<file path="config.mk">
export PLATFORM = sky130hd
export DESIGN_NAME = wildcard_byte_pattern_search_flat
export DESIGN_NICKNAME = d
export VERILOG_FILES = /design/src/sv/wbps_pkg.sv /design/src/sv/wbps_ifs.sv /design/src/sv/wildcard_byte_pattern_search.sv /design/src/flat_wrapper.sv
export SDC_FILE = /design/constraint.sdc
export NUM_CORES = 1
export LEC_CHECK = 0
export ABC_CLOCK_PERIOD_IN_PS = 20800
export BUFFER_PORTS_ARGS = -buffer_cell sky130_fd_sc_hd__buf_2
export CAP_MARGIN = 20
export CORE_ASPECT_RATIO = 0.6
export CORE_UTILIZATION = 50
export CTS_CLUSTER_SIZE = 8
export DETAILED_ROUTE_END_ITERATION = 10
export GPL_TIMING_DRIVEN = 1
export HOLD_SLACK_MARGIN = 0.15
export PLACE_DENSITY = 0.68
export SETUP_SLACK_MARGIN = 0.4
export SYNTH_ARGS = -nofsm -noshare
export SYNTH_HDL_FRONTEND = slang
export SYNTH_SLANG_ARGS = --single-unit
</file>
<file path="constraint.sdc">
create_clock -name clk -period 20.8 [get_ports clk]
set_input_delay 2.08 -clock clk [delete_from_list [all_inputs] [get_ports clk]]
set_output_delay 2.08 -clock clk [all_outputs]
set_load 0.03 [all_outputs]
</file>
<file path="src/sv/wbps_pkg.sv">
`timescale 1ns / 1ps
`default_nettype none
// ----------------------------------------------------------------------------
// wbps_pkg
// Shared types and constants for the wildcard byte pattern search block.
// ----------------------------------------------------------------------------
package wbps_pkg;

	localparam int PAT_BYTES = 16;   // pattern register space, bytes
	localparam int CFG_DATA_W = 64;
	localparam int CFG_ADDR_W = 5;   // four 64-bit registers at 8-byte spacing
	localparam int COUNT_W = 32;
	localparam int LEN_W = 5;
	localparam int MASK_W = 16;

	typedef enum logic [1:0] {
		REG_PAT_LO = 2'd0,
		REG_PAT_HI = 2'd1,
		REG_CARE   = 2'd2,
		REG_LEN    = 2'd3
	} reg_idx_t;

	typedef struct packed {
		logic [7:0] data_byte;
		logic       last_byte;
	} byte_item_t;

	typedef struct packed {
		logic               match_found;
		logic [COUNT_W-1:0] match_offset;
		logic               scan_done;
		logic [COUNT_W-1:0] total_matches;
	} result_item_t;

endpackage

`default_nettype wire

</file>
<file path="src/sv/wbps_ifs.sv">
`timescale 1ns / 1ps
`default_nettype none
// ----------------------------------------------------------------------------
// wbps stream interfaces
// Valid/ready channels for scanned bytes and for search results.
// ----------------------------------------------------------------------------
interface wbps_byte_if;
	logic                valid;
	logic                ready;
	wbps_pkg::byte_item_t item;

	modport source (output valid, output item, input ready);
	modport sink (input valid, input item, output ready);
endinterface

interface wbps_result_if;
	logic                  valid;
	logic                  ready;
	wbps_pkg::result_item_t item;

	modport source (output valid, output item, input ready);
	modport sink (input valid, input item, output ready);
endinterface

`default_nettype wire

</file>
<file path="src/sv/wildcard_byte_pattern_search.sv">
`timescale 1ns / 1ps
`default_nettype none
// Pipeline: input stage, then result stage; a stalled result channel holds the byte in the input stage.
// Throughput: one byte per cycle while the result channel is not stalled; the window compare
// is fully parallel in the result stage.
// Bytes that end no match and are not last produce no result transfer.
// Reset (arst_n low, asynchronous): window and counters clear, pattern 0, care mask all ones,
// length 1. Window and counters also clear after the byte marked last.
// ----------------------------------------------------------------------------
// wildcard_byte_pattern_search
// Masked byte pattern search over a byte stream, APB register port.
// ----------------------------------------------------------------------------
module wildcard_byte_pattern_search #(
	parameter int MAX_PATTERN_BYTES = 16
) (
	input  wire                                 clk,
	input  wire                                 arst_n,
	wbps_byte_if.sink                           bytes,
	wbps_result_if.source                       results,
	input  wire                                 psel,
	input  wire                                 penable,
	input  wire                                 pwrite,
	input  wire  [wbps_pkg::CFG_ADDR_W-1:0]     paddr,
	input  wire  [wbps_pkg::CFG_DATA_W-1:0]     pwdata,
	output logic [wbps_pkg::CFG_DATA_W-1:0]     prdata,
	output logic                                pready
);

	localparam int LEN_LIMIT = (MAX_PATTERN_BYTES < wbps_pkg::PAT_BYTES) ?
		MAX_PATTERN_BYTES : wbps_pkg::PAT_BYTES;
	localparam int IDX_W = (LEN_LIMIT > 1) ? $clog2(LEN_LIMIT) : 1;
	localparam int CW = wbps_pkg::COUNT_W;
	localparam int LW = wbps_pkg::LEN_W;

	// configuration
	logic [63:0]                 pat_lo_q, pat_hi_q;
	logic [wbps_pkg::MASK_W-1:0] care_q;
	logic [LW-1:0]               len_q;
	wbps_pkg::reg_idx_t          reg_sel;
	logic                        cfg_wr;

	assign reg_sel = wbps_pkg::reg_idx_t'(paddr[4:3]);
	assign cfg_wr  = psel && penable && pwrite;
	assign pready  = 1'b1;

	always_ff @(posedge clk or negedge arst_n) begin
		if (!arst_n) begin
			pat_lo_q <= '0;
			pat_hi_q <= '0;
			care_q   <= '1;
			len_q    <= LW'(1);
		end else if (cfg_wr) begin
			case (reg_sel)
				wbps_pkg::REG_PAT_LO: pat_lo_q <= pwdata;
				wbps_pkg::REG_PAT_HI: pat_hi_q <= pwdata;
				wbps_pkg::REG_CARE:   care_q   <= pwdata[wbps_pkg::MASK_W-1:0];
				wbps_pkg::REG_LEN:    len_q    <= pwdata[LW-1:0];
				default: ;
			endcase
		end
	end

	always_comb begin
		case (reg_sel)
			wbps_pkg::REG_PAT_LO: prdata = pat_lo_q;
			wbps_pkg::REG_PAT_HI: prdata = pat_hi_q;
			wbps_pkg::REG_CARE:   prdata = 64'(care_q);
			wbps_pkg::REG_LEN:    prdata = 64'(len_q);
			default:              prdata = '0;
		endcase
	end

	// effective pattern length: zero reads as one, clipped to the window
	logic [LW-1:0] eff_len;
	always_comb begin
		eff_len = len_q;
		if (len_q == '0)
			eff_len = LW'(1);
		if (len_q > LW'(LEN_LIMIT))
			eff_len = LW'(LEN_LIMIT);
	end

	// input stage
	logic                 valid_s1;
	wbps_pkg::byte_item_t item_s1;
	logic                 out_free;
	logic                 adv;

	assign out_free    = !results.valid || results.ready;
	assign adv         = valid_s1 && out_free;
	assign bytes.ready = !valid_s1 || out_free;

	always_ff @(posedge clk or negedge arst_n) begin
		if (!arst_n) begin
			valid_s1 <= 1'b0;
		end else if (bytes.ready) begin
			valid_s1 <= bytes.valid;
		end
	end

	always_ff @(posedge clk) begin
		if (bytes.ready && bytes.valid)
			item_s1 <= bytes.item;
	end

	// section state
	logic [7:0]    window_q [MAX_PATTERN_BYTES];
	logic [CW-1:0] seen_q, matches_q;

	// window including the byte in the input stage, entry 0 newest
	logic [7:0] cmp_win [LEN_LIMIT];
	always_comb begin
		for (int k = 0; k < LEN_LIMIT; k++) begin
			if (k == 0)
				cmp_win[k] = item_s1.data_byte;
			else
				cmp_win[k] = window_q[k-1];
		end
	end

	logic [127:0] pat_all;
	logic         cmp_ok;
	assign pat_all = {pat_hi_q, pat_lo_q};

	// pattern byte j against the byte eff_len-1-j places back
	always_comb begin
		logic [LW-1:0] pos;
		pos    = '0;
		cmp_ok = 1'b1;
		for (int j = 0; j < LEN_LIMIT; j++) begin
			pos = eff_len - LW'(j) - LW'(1);
			if ((LW'(j) < eff_len) && care_q[j] &&
			    (pat_all[8*j +: 8] != cmp_win[pos[IDX_W-1:0]]))
				cmp_ok = 1'b0;
		end
	end

	logic [CW-1:0] seen_inc, matches_inc, offset;
	logic          hit, emit;

	assign seen_inc    = (seen_q == '1) ? seen_q : seen_q + CW'(1);
	assign hit         = cmp_ok && (seen_inc >= CW'(eff_len));
	assign offset      = hit ? seen_inc - CW'(eff_len) : '0;
	assign matches_inc = (hit && (matches_q != '1)) ? matches_q + CW'(1) : matches_q;
	assign emit        = hit || item_s1.last_byte;

	always_ff @(posedge clk or negedge arst_n) begin
		if (!arst_n) begin
			seen_q    <= '0;
			matches_q <= '0;
			for (int k = 0; k < MAX_PATTERN_BYTES; k++)
				window_q[k] <= '0;
		end else if (adv) begin
			if (item_s1.last_byte) begin
				seen_q    <= '0;
				matches_q <= '0;
				for (int k = 0; k < MAX_PATTERN_BYTES; k++)
					window_q[k] <= '0;
			end else begin
				seen_q    <= seen_inc;
				matches_q <= matches_inc;
				window_q[0] <= item_s1.data_byte;
				for (int k = 1; k < MAX_PATTERN_BYTES; k++)
					window_q[k] <= window_q[k-1];
			end
		end
	end

	// result register
	wbps_pkg::result_item_t res_s2;
	logic                   res_valid_s2;

	always_ff @(posedge clk or negedge arst_n) begin
		if (!arst_n) begin
			res_valid_s2 <= 1'b0;
		end else if (out_free) begin
			res_valid_s2 <= adv && emit;
		end
	end

	always_ff @(posedge clk) begin
		if (adv && emit) begin
			res_s2.match_found   <= hit;
			res_s2.match_offset  <= offset;
			res_s2.scan_done     <= item_s1.last_byte;
			res_s2.total_matches <= matches_inc;
		end
	end

	assign results.valid = res_valid_s2;
	assign results.item  = res_s2;

endmodule

`default_nettype wire

</file>
<file path="src/flat_wrapper.sv">
// flat-port wrapper written by rule: the top's interface ports become plain ports
module wildcard_byte_pattern_search_flat 
#(
	parameter int MAX_PATTERN_BYTES = 16
)
  (clk, arst_n, psel, penable, pwrite, paddr, pwdata, prdata, pready, bytes_valid, bytes_item, bytes_ready, results_valid, results_item, results_ready);
  wbps_byte_if bytes_i ();
  wbps_result_if results_i ();
  input  wire clk;
  input  wire arst_n;
  input  wire psel;
  input  wire penable;
  input  wire pwrite;
  input  wire  [wbps_pkg::CFG_ADDR_W-1:0] paddr;
  input  wire  [wbps_pkg::CFG_DATA_W-1:0] pwdata;
  output logic [wbps_pkg::CFG_DATA_W-1:0] prdata;
  output logic pready;
  input wire logic [$bits(bytes_i.valid)-1:0] bytes_valid;
  input wire logic [$bits(bytes_i.item)-1:0] bytes_item;
  output wire logic [$bits(bytes_i.ready)-1:0] bytes_ready;
  output wire logic [$bits(results_i.valid)-1:0] results_valid;
  output wire logic [$bits(results_i.item)-1:0] results_item;
  input wire logic [$bits(results_i.ready)-1:0] results_ready;
  assign bytes_i.valid = bytes_valid;
  assign bytes_i.item = bytes_item;
  assign bytes_ready = bytes_i.ready;
  assign results_valid = results_i.valid;
  assign results_item = results_i.item;
  assign results_i.ready = results_ready;
  wildcard_byte_pattern_search #(.MAX_PATTERN_BYTES(MAX_PATTERN_BYTES)) u_core (.clk(clk), .arst_n(arst_n), .bytes(bytes_i), .results(results_i), .psel(psel), .penable(penable), .pwrite(pwrite), .paddr(paddr), .pwdata(pwdata), .prdata(prdata), .pready(pready));
endmodule
</file>
# Word level (Yosys, flattened, before mapping)
# Cells that the tools add are included.
# totals
ff_bits	410
input_bits	85
out_inout_bits	133
# classes
addsub	33
order_cmp	34
n_eq_ne	21
muxes	72
bitwise_logic	16
n_reduce_logical	50
# ops
operator	n
binary-select mux 8 bit (select 4 bit)	16
2-to-1 mux 8 bit	32
case mux 64 bit (4 select lines)	1
2-to-1 mux 128 bit	1
2-to-1 mux 32 bit	4
inequality test 8 bit	16
greater-or-equal comparator 5 bit (second input constant)	16
inverter 4 -> 5 bit	16
adder 32 x 1 -> 32 bit (second input constant)	2
subtractor 4 x 1 -> 4 bit (second input constant)	16
< comparator 4 x 5 -> 1 bit (first input constant)	8
logical AND 1 bit	39
== test 32 bit (second input constant)	1
greater-or-equal comparator 32 x 5 -> 1 bit	1
inequality test 32 bit (second input constant)	1
subtractor 32 x 5 -> 32 bit	1
subtractor 4 bit (second input constant)	8
< comparator 3 x 5 -> 1 bit (first input constant)	4
2-to-1 mux 1 bit	16
subtractor 4 x 3 -> 4 bit (second input constant)	4
< comparator 1 x 5 -> 1 bit (first input constant)	2
< comparator 2 x 5 -> 1 bit (first input constant)	2
2-to-1 mux 5 bit	2
AND reduction 2 bit	4
other kinds (8)	13

# Logic depth before layout (Yosys ltp)
# Gate-level depths: netlist of run 1.
# logic_depth
ltp_word	30
mapped_depth	23
ltp_nobuf	18

# Worst setup path before layout of run 1
# Ideal clock, no wire load.
# synth_timing
path_type	register to register
startpoint	register u_core.len_q[1]
endpoint	register u_core.res_s2 (netlist bit u_core.results.item[0]), enable pin
setup_ns	0.514
arrival_time_ns	7.982
required_ns	20.286
slack_ns	12.305
stages_incl_launch_ff	22
period_less_slack_ns	8.495
path_cell_list	dfrtp_1 -> buf_2 -> nor4_4 -> nor2_8 -> buf_6 -> buf_6 -> ha_1 -> clkbuf_1 -> nor4bb_1 -> a21oi_1 -> mux2i_1 -> o21ai_1 -> o2bb2ai_4 -> mux4_2 -> xnor2_1 -> nor4_1 -> a21oi_1 -> or4_1 -> buf_2 -> or2_1 -> clkbuf_1 -> a21oi_1
# synth_between
elab_chain_len	29
word_cells_on_any_way	182
classes_between	add/sub: 30; order compare: 18; eq/ne: 16; mux: 66; bitwise: 16; reduce/logical: 36
# synth_lines
item	line_no	source
start: declaration	wildcard_byte_pattern_search.sv:38	logic [LW-1:0] len_q;
start signal: assignment	wildcard_byte_pattern_search.sv:57	wbps_pkg::REG_LEN: len_q <= pwdata[LW-1:0];
branches (longest 2 deep; another with > comparator 5 bit)	--	
2-to-1 mux 5 bit *	wildcard_byte_pattern_search.sv:79	if (len_q > LW'(LEN_LIMIT))
subtractor 4 x 1 -> 4 bit	wildcard_byte_pattern_search.sv:131	pos = eff_len - LW'(j) - LW'(1);
subtractor 4 x 1 -> 4 bit or inverter 4 -> 5 bit (tied branches)	wildcard_byte_pattern_search.sv:131, wildcard_byte_pattern_search.sv:133	
inverter 4 -> 5 bit (implied by the code) or binary-select mux 8 bit (select 4 bit) (tied branches)	wildcard_byte_pattern_search.sv:133	(pat_all[8*j +: 8] != cmp_win[pos[IDX_W-1:0]]))
binary-select mux 8 bit (select 4 bit) or 2-to-1 mux 8 bit (tied branches)	wildcard_byte_pattern_search.sv:133	
2-to-1 mux 8 bit (implied by the code)	wildcard_byte_pattern_search.sv:133	
2-to-1 mux 8 bit (implied by the code) or inequality test 8 bit (tied branches)	wildcard_byte_pattern_search.sv:133	
inequality test 8 bit or logical AND 1 bit (tied branches)	wildcard_byte_pattern_search.sv:133, wildcard_byte_pattern_search.sv:132	
logical AND 1 bit or 2-to-1 mux 1 bit (tied branches)	wildcard_byte_pattern_search.sv:132	if ((LW'(j) < eff_len) && care_q[j] &&
2-to-1 mux 1 bit (15 in a row)	wildcard_byte_pattern_search.sv:132	
logical AND 1 bit *	wildcard_byte_pattern_search.sv:142	assign hit = cmp_ok && (seen_inc >= CW'(eff_len));
logical OR 1 bit *	wildcard_byte_pattern_search.sv:145	assign emit = hit || item_s1.last_byte;
logical AND 1 bit *	wildcard_byte_pattern_search.sv:182	if (adv && emit) begin
end: declaration	wildcard_byte_pattern_search.sv:170	wbps_pkg::result_item_t res_s2;
# Mark *: on every way between the ends. The select of a mux whose other input is x is not followed.
# A chain may end at the register's enable or synchronous reset.

# Worst setup path in the final report of run 1
# layout_timing
startpoint	register u_core.len_q[4]
endpoint	register u_core.res_s2 (netlist bit u_core.results.item[1]) (data pin)
# layout_between
elab_chain_len	29
word_cells_on_any_way	182
classes_between	add/sub: 30; order compare: 18; eq/ne: 16; mux: 67; bitwise: 16; reduce/logical: 35
# layout_lines
item	line_no	source
branches (longest 2 deep; another with > comparator 5 bit)	--	
2-to-1 mux 5 bit *	wildcard_byte_pattern_search.sv:79	
subtractor 4 x 1 -> 4 bit	wildcard_byte_pattern_search.sv:131	
subtractor 4 x 1 -> 4 bit or inverter 4 -> 5 bit (tied branches)	wildcard_byte_pattern_search.sv:131, wildcard_byte_pattern_search.sv:133	
inverter 4 -> 5 bit (implied by the code) or binary-select mux 8 bit (select 4 bit) (tied branches)	wildcard_byte_pattern_search.sv:133	
binary-select mux 8 bit (select 4 bit) or 2-to-1 mux 8 bit (tied branches)	wildcard_byte_pattern_search.sv:133	
2-to-1 mux 8 bit (implied by the code)	wildcard_byte_pattern_search.sv:133	
2-to-1 mux 8 bit (implied by the code) or inequality test 8 bit (tied branches)	wildcard_byte_pattern_search.sv:133	
inequality test 8 bit or logical AND 1 bit (tied branches)	wildcard_byte_pattern_search.sv:133, wildcard_byte_pattern_search.sv:132	
logical AND 1 bit or 2-to-1 mux 1 bit (tied branches)	wildcard_byte_pattern_search.sv:132	
2-to-1 mux 1 bit (15 in a row)	wildcard_byte_pattern_search.sv:132	
logical AND 1 bit *	wildcard_byte_pattern_search.sv:142	
logical AND 1 bit *	wildcard_byte_pattern_search.sv:144	assign matches_inc = (hit && (matches_q != '1)) ? matches_q + CW'(1) : matches_q;
2-to-1 mux 32 bit *	wildcard_byte_pattern_search.sv:144	
via u_core.matches_inc[1]	wildcard_byte_pattern_search.sv:138	logic [CW-1:0] seen_inc, matches_inc, offset;
# Mark *: on every way through the listed nets, which the timed path passes. The select of a mux whose other input is x is not followed.

==> results of run 1 <==
-- placed cells by master (no fill, tap or decap), drive strengths merged, types with 11 or more instances in the layout --
master / count
o31ai: 34
a211oi: 65
o221ai: 57
o311ai: 12
dfrtp: 318
a22oi: 44
edfxtp: 75
a221oi: 55
xnor2: 128
o22ai: 74
a22o: 17
inv: 73
nor2: 171
nand3: 66
nor4: 53
nand4: 26
a21o: 11
or3: 32
dfstp: 17
mux4: 49
mux2: 166
nor3: 148
mux2i: 150
clkbuf: 98
a31o: 30
ha: 12
buf: 268
nand2: 306
o21ai: 217
and3: 57
a21oi: 61
xor2: 65
-- flip-flops by register name, indices dropped and copies added, names as in the netlist --
signal,cells
u_core.results.item,66
u_core.care_q,16
u_core.matches_q,32
u_core.pat_hi_q,64
u_core.item_s1,1
u_core.len_q,5
u_core.seen_q,32
u_core.cmp_win,128
u_core.results.valid,1
u_core.valid_s1,1
u_core.pat_lo_q,64
-- final cells by class --
type | count | area, sq um
Clock buffer | 97 | 1600
Clock inverter | 2 | 17.5
Multi-Input combinational cell | 2259 | 16300
Antenna cell | 1 | 2.50
Inverter | 73 | 280
Fill cell | 4790 | 23600
Timing Repair Buffer | 269 | 1520
Tap cell | 748 | 936
Sequential cell | 410 | 10700
-- logic make-up after synthesis --
kind of cell | Yosys count | synth area share, %
simple gates | 930 | 16.0
compound gates | 757 | 19.1
buf+inv | 305 | 4.64
fa+ha+maj | 13 | 0.568
flops | 410 | 37.8
mux | 365 | 15.9
other cells | 1 | 0.0133
xor+xnor | 193 | 6.00
-- layer usage --
layer / routed length, um / GRT usage (%)
met2: 41300 / 47.5
met3: 15700 / 15.1
met5: 67 / 1.38
met1: 45800 / 53.2
met4: 2500 / 9.25
-- power by group through the flow --
stage / Clock [W] / Sequential (W) / Combinational, W
2_1_floorplan: 0 / 0.00106 / 0.00122
3_3_place_gp: 0 / 0.00108 / 0.00178
3_5_place_dp: 0 / 0.00109 / 0.00181
4_1_cts: 0.000896 / 0.00107 / 0.00181
5_1_grt: 0.000930 / 0.00109 / 0.00198
6_report: 0.000886 / 0.00108 / 0.00189
-- path summary, 6_finish.rpt --
path / slack, ns / from / end / cells past startpoint
worst max-delay path: 12.21 / u_core.len_q[4]$_DFFE_PN0P_ / u_core.results.item[1]$_DFFE_PP_ / 20
worst max register to register: 12.21 / u_core.len_q[4]$_DFFE_PN0P_ / u_core.results.item[1]$_DFFE_PP_ / 20
worst min-delay path: 0.54 / u_core.matches_q[15]$_DFFE_PN0P_ / u_core.matches_q[15]$_DFFE_PN0P_ / 2
worst min register to register: 0.54 / u_core.matches_q[15]$_DFFE_PN0P_ / u_core.matches_q[15]$_DFFE_PN0P_ / 2
max in group asynchronous: 17.21 / arst_n / u_core.pat_hi_q[59]$_DFFE_PN0P_ / 3
min in group asynchronous: 1.40 / arst_n / u_core.matches_q[13]$_DFFE_PN0P_ / 1
-- critical path, cell delays in order (launching register included) --
cell and delay (ns):
dfrtp_1 0.54, buf_4 0.43, nand2b_1 0.70, inv_2 0.27, ha_1 0.43, a22o_1 0.28
or2_2 0.30, nand3_1 0.59, nor3_1 0.13, nor4_1 0.95, xnor2_1 0.22, nor4_2 0.07
a31oi_1 0.66, nor4_1 0.13, nand4_1 0.14, buf_4 0.27, or2_2 0.23, buf_4 0.43
clkinv_1 0.69, nand2_1 0.39, mux2_2 0.37
-- through the flow --
stage | hold WS (ns) | worst slack (ns)
4_1_cts | 0.541 | 12.68
5_1_grt | 0.578 | 11.94
6_report | 0.539 | 12.21
2_1_floorplan | 0.480 | 12.30
3_5_place_dp | 0.528 | 12.69
3_3_place_gp | 0.510 | 12.77
==> impl_metrics.py, run 1 <==
metrics = {
    "run_status": {
        "status": "completed",
    },
    "route": {
        "routed_via_density": 6.81,
        "routed_wl_um": 105000,
        "first_pass_iters": 6,
        "drc": 0,
        "wl_per_cell_um": 27.3,
        "vias": 26300,
        "ant_nets": 0,
        "drt_iter0_drc": 4598,
    },
    "power_and_ir_drop": {
        "p_leak_nw": 12.5,
        "ir_worst_vdd_mv": 0.0809,
        "power_density_nw_per_um2": 123,
        "power_w": 0.00385,
        "p_sw_w": 0.00177,
        "clock_power_share_pct": 23.0,
        "p_int_w": 0.00208,
        "p_sw_share_pct": 46.0,
        "seqPwrFrac_pct": 28.0,
        "pwr-share-comb_pct": 49.1,
    },
    "job": {
        "max-cap-violations": 0,
    },
    "sta": {
        "min_period_ns": 8.59,
        "hold_violations": 0,
        "post-route-period-util_pct": 41.3,
        "grt_setup_unrepaired": "false",
        "maxSlewViolCount": 0,
        "tns_ns": 0,
        "fmax_mhz": 116,
        "setup_violations": 0,
        "slew_headroom_pct": 4.91,
        "worst_pin_slew_ns": 1.43,
        "clock_skew_ns": 0.0160,
    },
    "hold_path": {
        "min_path_type": "flip-flop to flip-flop",
    },
    "cts": {
        "ctsHoldBuffers": 0,
        "cts_made_buffers": 57,
        "cts.clk_slew.worst_paths_ns": 0.05,
        "cts-htree-levels": 2,
        "tritoncts": "built",
        "clock_sinks": 410,
        "post_cts_buffers": 0,
        "cts_resized": 0,
        "clock_latency_ns": 0.63,
        "clock_path_buffers": 3,
        "cts_root_buf": "clkbuf_16",
    },
    "cells_and_area": {
        "drive_above_1_share_pct": 21.4,
        "fin_nets": 3167,
        "fin_cells": 3859,
        "final_cell_area_sq_um": 31300,
        "final_core_util_pct": 57.0,
        "syn2layout_area_growth_pct": 11.0,
    },
    "placement": {
        "place_congestion": 0.993,
        "port_buffers": 213,
        "placedCellCount": 3755,
        "place_hpwl_um": 74700,
        "post_dp_cell_area_sq_um": 29600,
    },
    "floorplanning": {
        "io_pins": 218,
        "core_region_area_sq_um": 54900,
        "die-area_sq_um": 57400,
        "initial_core_util_pct": 51.3,
        "rows": 66,
        "dieHeight_um": 186,
        "die_w_um": 309,
    },
    "global_routing": {
        "overflow": 0,
        "grt_pass1_wl_um": 155000,
        "grt_use_total_pct": 36.1,
        "grt_max_degree": 124,
        "antenna_found_initial": 5,
        "grt_pass1_vias": 24000,
    },
    "yosys": {
        "synth_edf_count": 75,
        "yosysTopAreaCell": "dfrtp_1",
        "synthFlopType": "dfrtp_1",
        "synth_common_cells": "dfrtp_1, nand2_1, o21ai_0",
        "synth_area_sq_um": 28200,
        "yosysMostFrequentCell": "dfrtp_1",
        "syn_nets": 3071,
        "ys_seq_area_share_pct": 37.8,
        "syn_avg_cell_area_sq_um": 9.48,
        "ys_ff_latch": 410,
        "synth_top_cell_area_share_pct": 28.2,
        "syn_inst": 2974,
        "ys_types": 91,
        "synth_warnings": 0,
        "ys_top_cells_by_area": "dfrtp_1, edfxtp_1, mux2_2",
        "synthArstFlopShare_pct": 81.7,
    },
    "setup_path": {
        "worstPathRequired_ns": 21.18,
        "cp_max_fo": 46,
        "cp-start-kind": "flip-flop",
        "crit_path_end_kind": "flip-flop",
        "crit_type": "flip-flop to flip-flop",
        "arrival_ns": 8.97,
    },
}
Note: power is estimated with default switching activity, not from simulation.
==> inputs of run 2 (changes only) <==
--- a/config.mk
+++ b/config.mk
@@ -5,7 +5,7 @@
 export SDC_FILE = /design/constraint.sdc
 export NUM_CORES = 1
 export LEC_CHECK = 0
-export ABC_CLOCK_PERIOD_IN_PS = 20800
+export ABC_CLOCK_PERIOD_IN_PS = 7200
 export BUFFER_PORTS_ARGS = -buffer_cell sky130_fd_sc_hd__buf_2
 export CAP_MARGIN = 20
 export CORE_ASPECT_RATIO = 0.6
@@ -14,7 +14,7 @@
 export DETAILED_ROUTE_END_ITERATION = 10
 export GPL_TIMING_DRIVEN = 1
 export HOLD_SLACK_MARGIN = 0.15
-export PLACE_DENSITY = 0.68
+export PLACE_DENSITY = 0.71
 export SETUP_SLACK_MARGIN = 0.4
 export SYNTH_ARGS = -nofsm -noshare
 export SYNTH_HDL_FRONTEND = slang
==> constraint.sdc (replaced) <==
create_clock -name clk -period 7.2 [get_ports clk]
set_input_delay 0.72 -clock clk [delete_from_list [all_inputs] [get_ports clk]]
set_output_delay 0.72 -clock clk [all_outputs]
set_load 0.03 [all_outputs]
==> impl_metrics.py, run 2 (synthesis results as in run 1) <==
metrics = {
    "run_status": {
        "status": "completed",
    },
    "setup_path": {
        "arrival_ns": 7.11,
        "rr_startpoint": "u_core.len_q[4]$_DFFE_PN0P_",
        "cp_max_fo": 25,
        "worstRegToRegCells": 17,
        "cp-start-kind": "flip-flop",
        "reg2reg_slack_ns": 0.63,
        "crit_path_end_kind": "flip-flop",
        "crit_type": "flip-flop to flip-flop",
        "rr_endpoint": "u_core.matches_q[12]$_DFFE_PN0P_",
        "worstPathRequired_ns": 7.74,
    },
    "cts": {
        "cts_root_buf": "clkbuf_16",
        "clock_sinks": 410,
        "cts_made_buffers": 57,
        "tritoncts": "built",
        "clock_path_buffers": 3,
        "cts-htree-levels": 2,
        "post_cts_buffers": 0,
        "clock_latency_ns": 0.65,
        "cts.clk_slew.worst_paths_ns": 0.06,
    },
    "route": {
        "routed_wl_um": 110000,
        "drc": 0,
        "vias": 26800,
        "drt_iter0_drc": 3579,
        "first_pass_iters": 6,
        "routed_via_density": 6.78,
        "ant_nets": 0,
        "wl_per_cell_um": 27.9,
    },
    "sta": {
        "grt_setup_unrepaired": "false",
        "min_period_ns": 6.57,
        "fmax_mhz": 152,
        "worst_pin_slew_ns": 1.33,
        "setup_violations": 0,
        "layout_setup_ws_ns": 0.628,
        "maxSlewViolCount": 0,
        "hold_violations": 0,
        "clock_skew_ns": 0.0420,
        "slew_headroom_pct": 11.6,
        "post-route-period-util_pct": 91.3,
        "hold_slack_ns": 0.241,
        "tns_ns": 0,
    },
    "hold_path": {
        "holdPathStages": 1,
        "min_from": "bytes_item[0]",
        "min_path_type": "input port to flip-flop",
        "whs_endpoint": "u_core.item_s1[0]$_DFFE_PP_",
    },
    "floorplanning": {
        "rows": 66,
        "initial_core_util_pct": 51.3,
        "die_w_um": 309,
        "dieHeight_um": 186,
        "core_region_area_sq_um": 54900,
        "die-area_sq_um": 57400,
        "io_pins": 218,
    },
    "power_and_ir_drop": {
        "power_w": 0.0115,
        "pwr-share-comb_pct": 50.4,
        "p_sw_w": 0.00525,
        "p_sw_share_pct": 45.6,
        "seqPwrFrac_pct": 27.0,
        "ir_worst_vdd_mv": 0.208,
        "p_leak_nw": 13.1,
        "p_int_w": 0.00627,
        "power_density_nw_per_um2": 358,
        "clock_power_share_pct": 22.5,
    },
    "global_routing": {
        "grt_pass1_vias": 24800,
        "grt_use_total_pct": 37.9,
        "antenna_found_initial": 4,
        "grt_max_degree": 244,
        "grt_pass1_wl_um": 162000,
        "overflow": 0,
    },
    "cells_and_area": {
        "syn2layout_area_growth_pct": 14.1,
        "final_cell_mix": "dfrtp_1, nand2_1, o21ai_0",
        "fin_nets": 3270,
        "drive_above_1_share_pct": 23.9,
        "fin_cells": 3961,
        "final_common_cell": "dfrtp_1",
        "largest_reg_flops": 128,
    },
    "placement": {
        "placedCellCount": 3860,
        "pre_cts_ws_ns": 0.829,
        "port_buffers": 213,
        "place_congestion": 1.04,
        "place_hpwl_um": 80700,
    },
    "job": {
        "max-cap-violations": 0,
    },
}
-- run 2: cell count changes in the layout (fill, tap and decap cells not counted), sizes merged --
cell         previous run  this run
buf                   268       370
inv                    73        71
clkinv                  2         3
dlygate4sd3             0         1
-- run 2: critical path, cell delays in order (launching register included) --
cell	delay, ns
dfrtp_1	0.50
and2b_1	0.64
nand2_2	0.45
buf_4	0.39
o221ai_1	0.73
o22ai_1	0.25
or3_1	0.40
a22oi_1	0.17
a41oi_1	0.40
a31oi_1	0.48
buf_4	0.23
and4_1	0.20
nand4_1	0.10
buf_4	0.22
or4b_1	0.57
buf_4	0.18
or4_1	0.47
o311ai_1	0.09
-- run 2: metal layers --
metal  part of all wire [%]  vias to the layer above  global-route usage, %
li1                       -                    11600                      -
met1                     44                    13300                   56.1
met2                     39                     1672                   49.0
met3                     15                      177                   16.7
met4                    2.3                        2                   9.63
met5                  0.011                        -                      0
-- run 2: final cells by class --
cell class / instances / area, sq um
Fill cell: 4770 / 22800
Multi-Input combinational cell: 2259 / 16300
Sequential cell: 410 / 10700
Timing Repair Buffer: 372 / 2380
Clock buffer: 97 / 1620
Tap cell: 748 / 936
Inverter: 73 / 280
Clock inverter: 1 / 16.3
Antenna cell: 1 / 2.50
-- run 2: power groups by stage --
stage | Sequential (W) | Combinational [W] | Clock, W
5_1_grt | 0.00314 | 0.00608 | 0.00271
3_3_place_gp | 0.00311 | 0.00548 | 0
6_report | 0.00312 | 0.00581 | 0.00260
2_1_floorplan | 0.00307 | 0.00351 | 0
3_5_place_dp | 0.00314 | 0.00557 | 0
4_1_cts | 0.00310 | 0.00559 | 0.00262
-- run 2: how the worst max path moves through the flow --
| stage | start | to | slack, ns | depth (start not counted) |
|---|---|---|---|---|
| 2_1_floorplan | u_core.len_q[1]$_DFFE_PN0P_ | u_core.results.item[0]$_DFFE_PP_ | 0.90 | 21 |
| 3_3_place_gp | u_core.len_q[4]$_DFFE_PN0P_ | u_core.matches_q[14]$_DFFE_PN0P_ | 0.86 | 17 |
| 3_5_place_dp | u_core.len_q[1]$_DFFE_PN0P_ | u_core.matches_q[12]$_DFFE_PN0P_ | 0.83 | 18 |
| 4_1_cts | u_core.len_q[4]$_DFFE_PN0P_ | u_core.matches_q[12]$_DFFE_PN0P_ | 0.85 | 17 |
| 5_1_grt | u_core.len_q[1]$_DFFE_PN0P_ | u_core.matches_q[22]$_DFFE_PN0P_ | 0.41 | 16 |
| 6_report | u_core.len_q[4]$_DFFE_PN0P_ | u_core.matches_q[12]$_DFFE_PN0P_ | 0.63 | 17 |
-- run 2: per-stage QoR --
step / area, sq um / util, %
floorplan: 28200 / -
CTS: 32100 / 58.5
finish: 32200 / 58.6
global placement: 30500 / 55.5
detailed placement: 30500 / 55.6
global route: 32200 / 58.6
-- run 2: what timing repair did --
item,CTS,global route
setup endpoints to repair,0,1
hold buffers,1,0
gates resized for setup,0,1
endpoints found under the hold margin,61,0
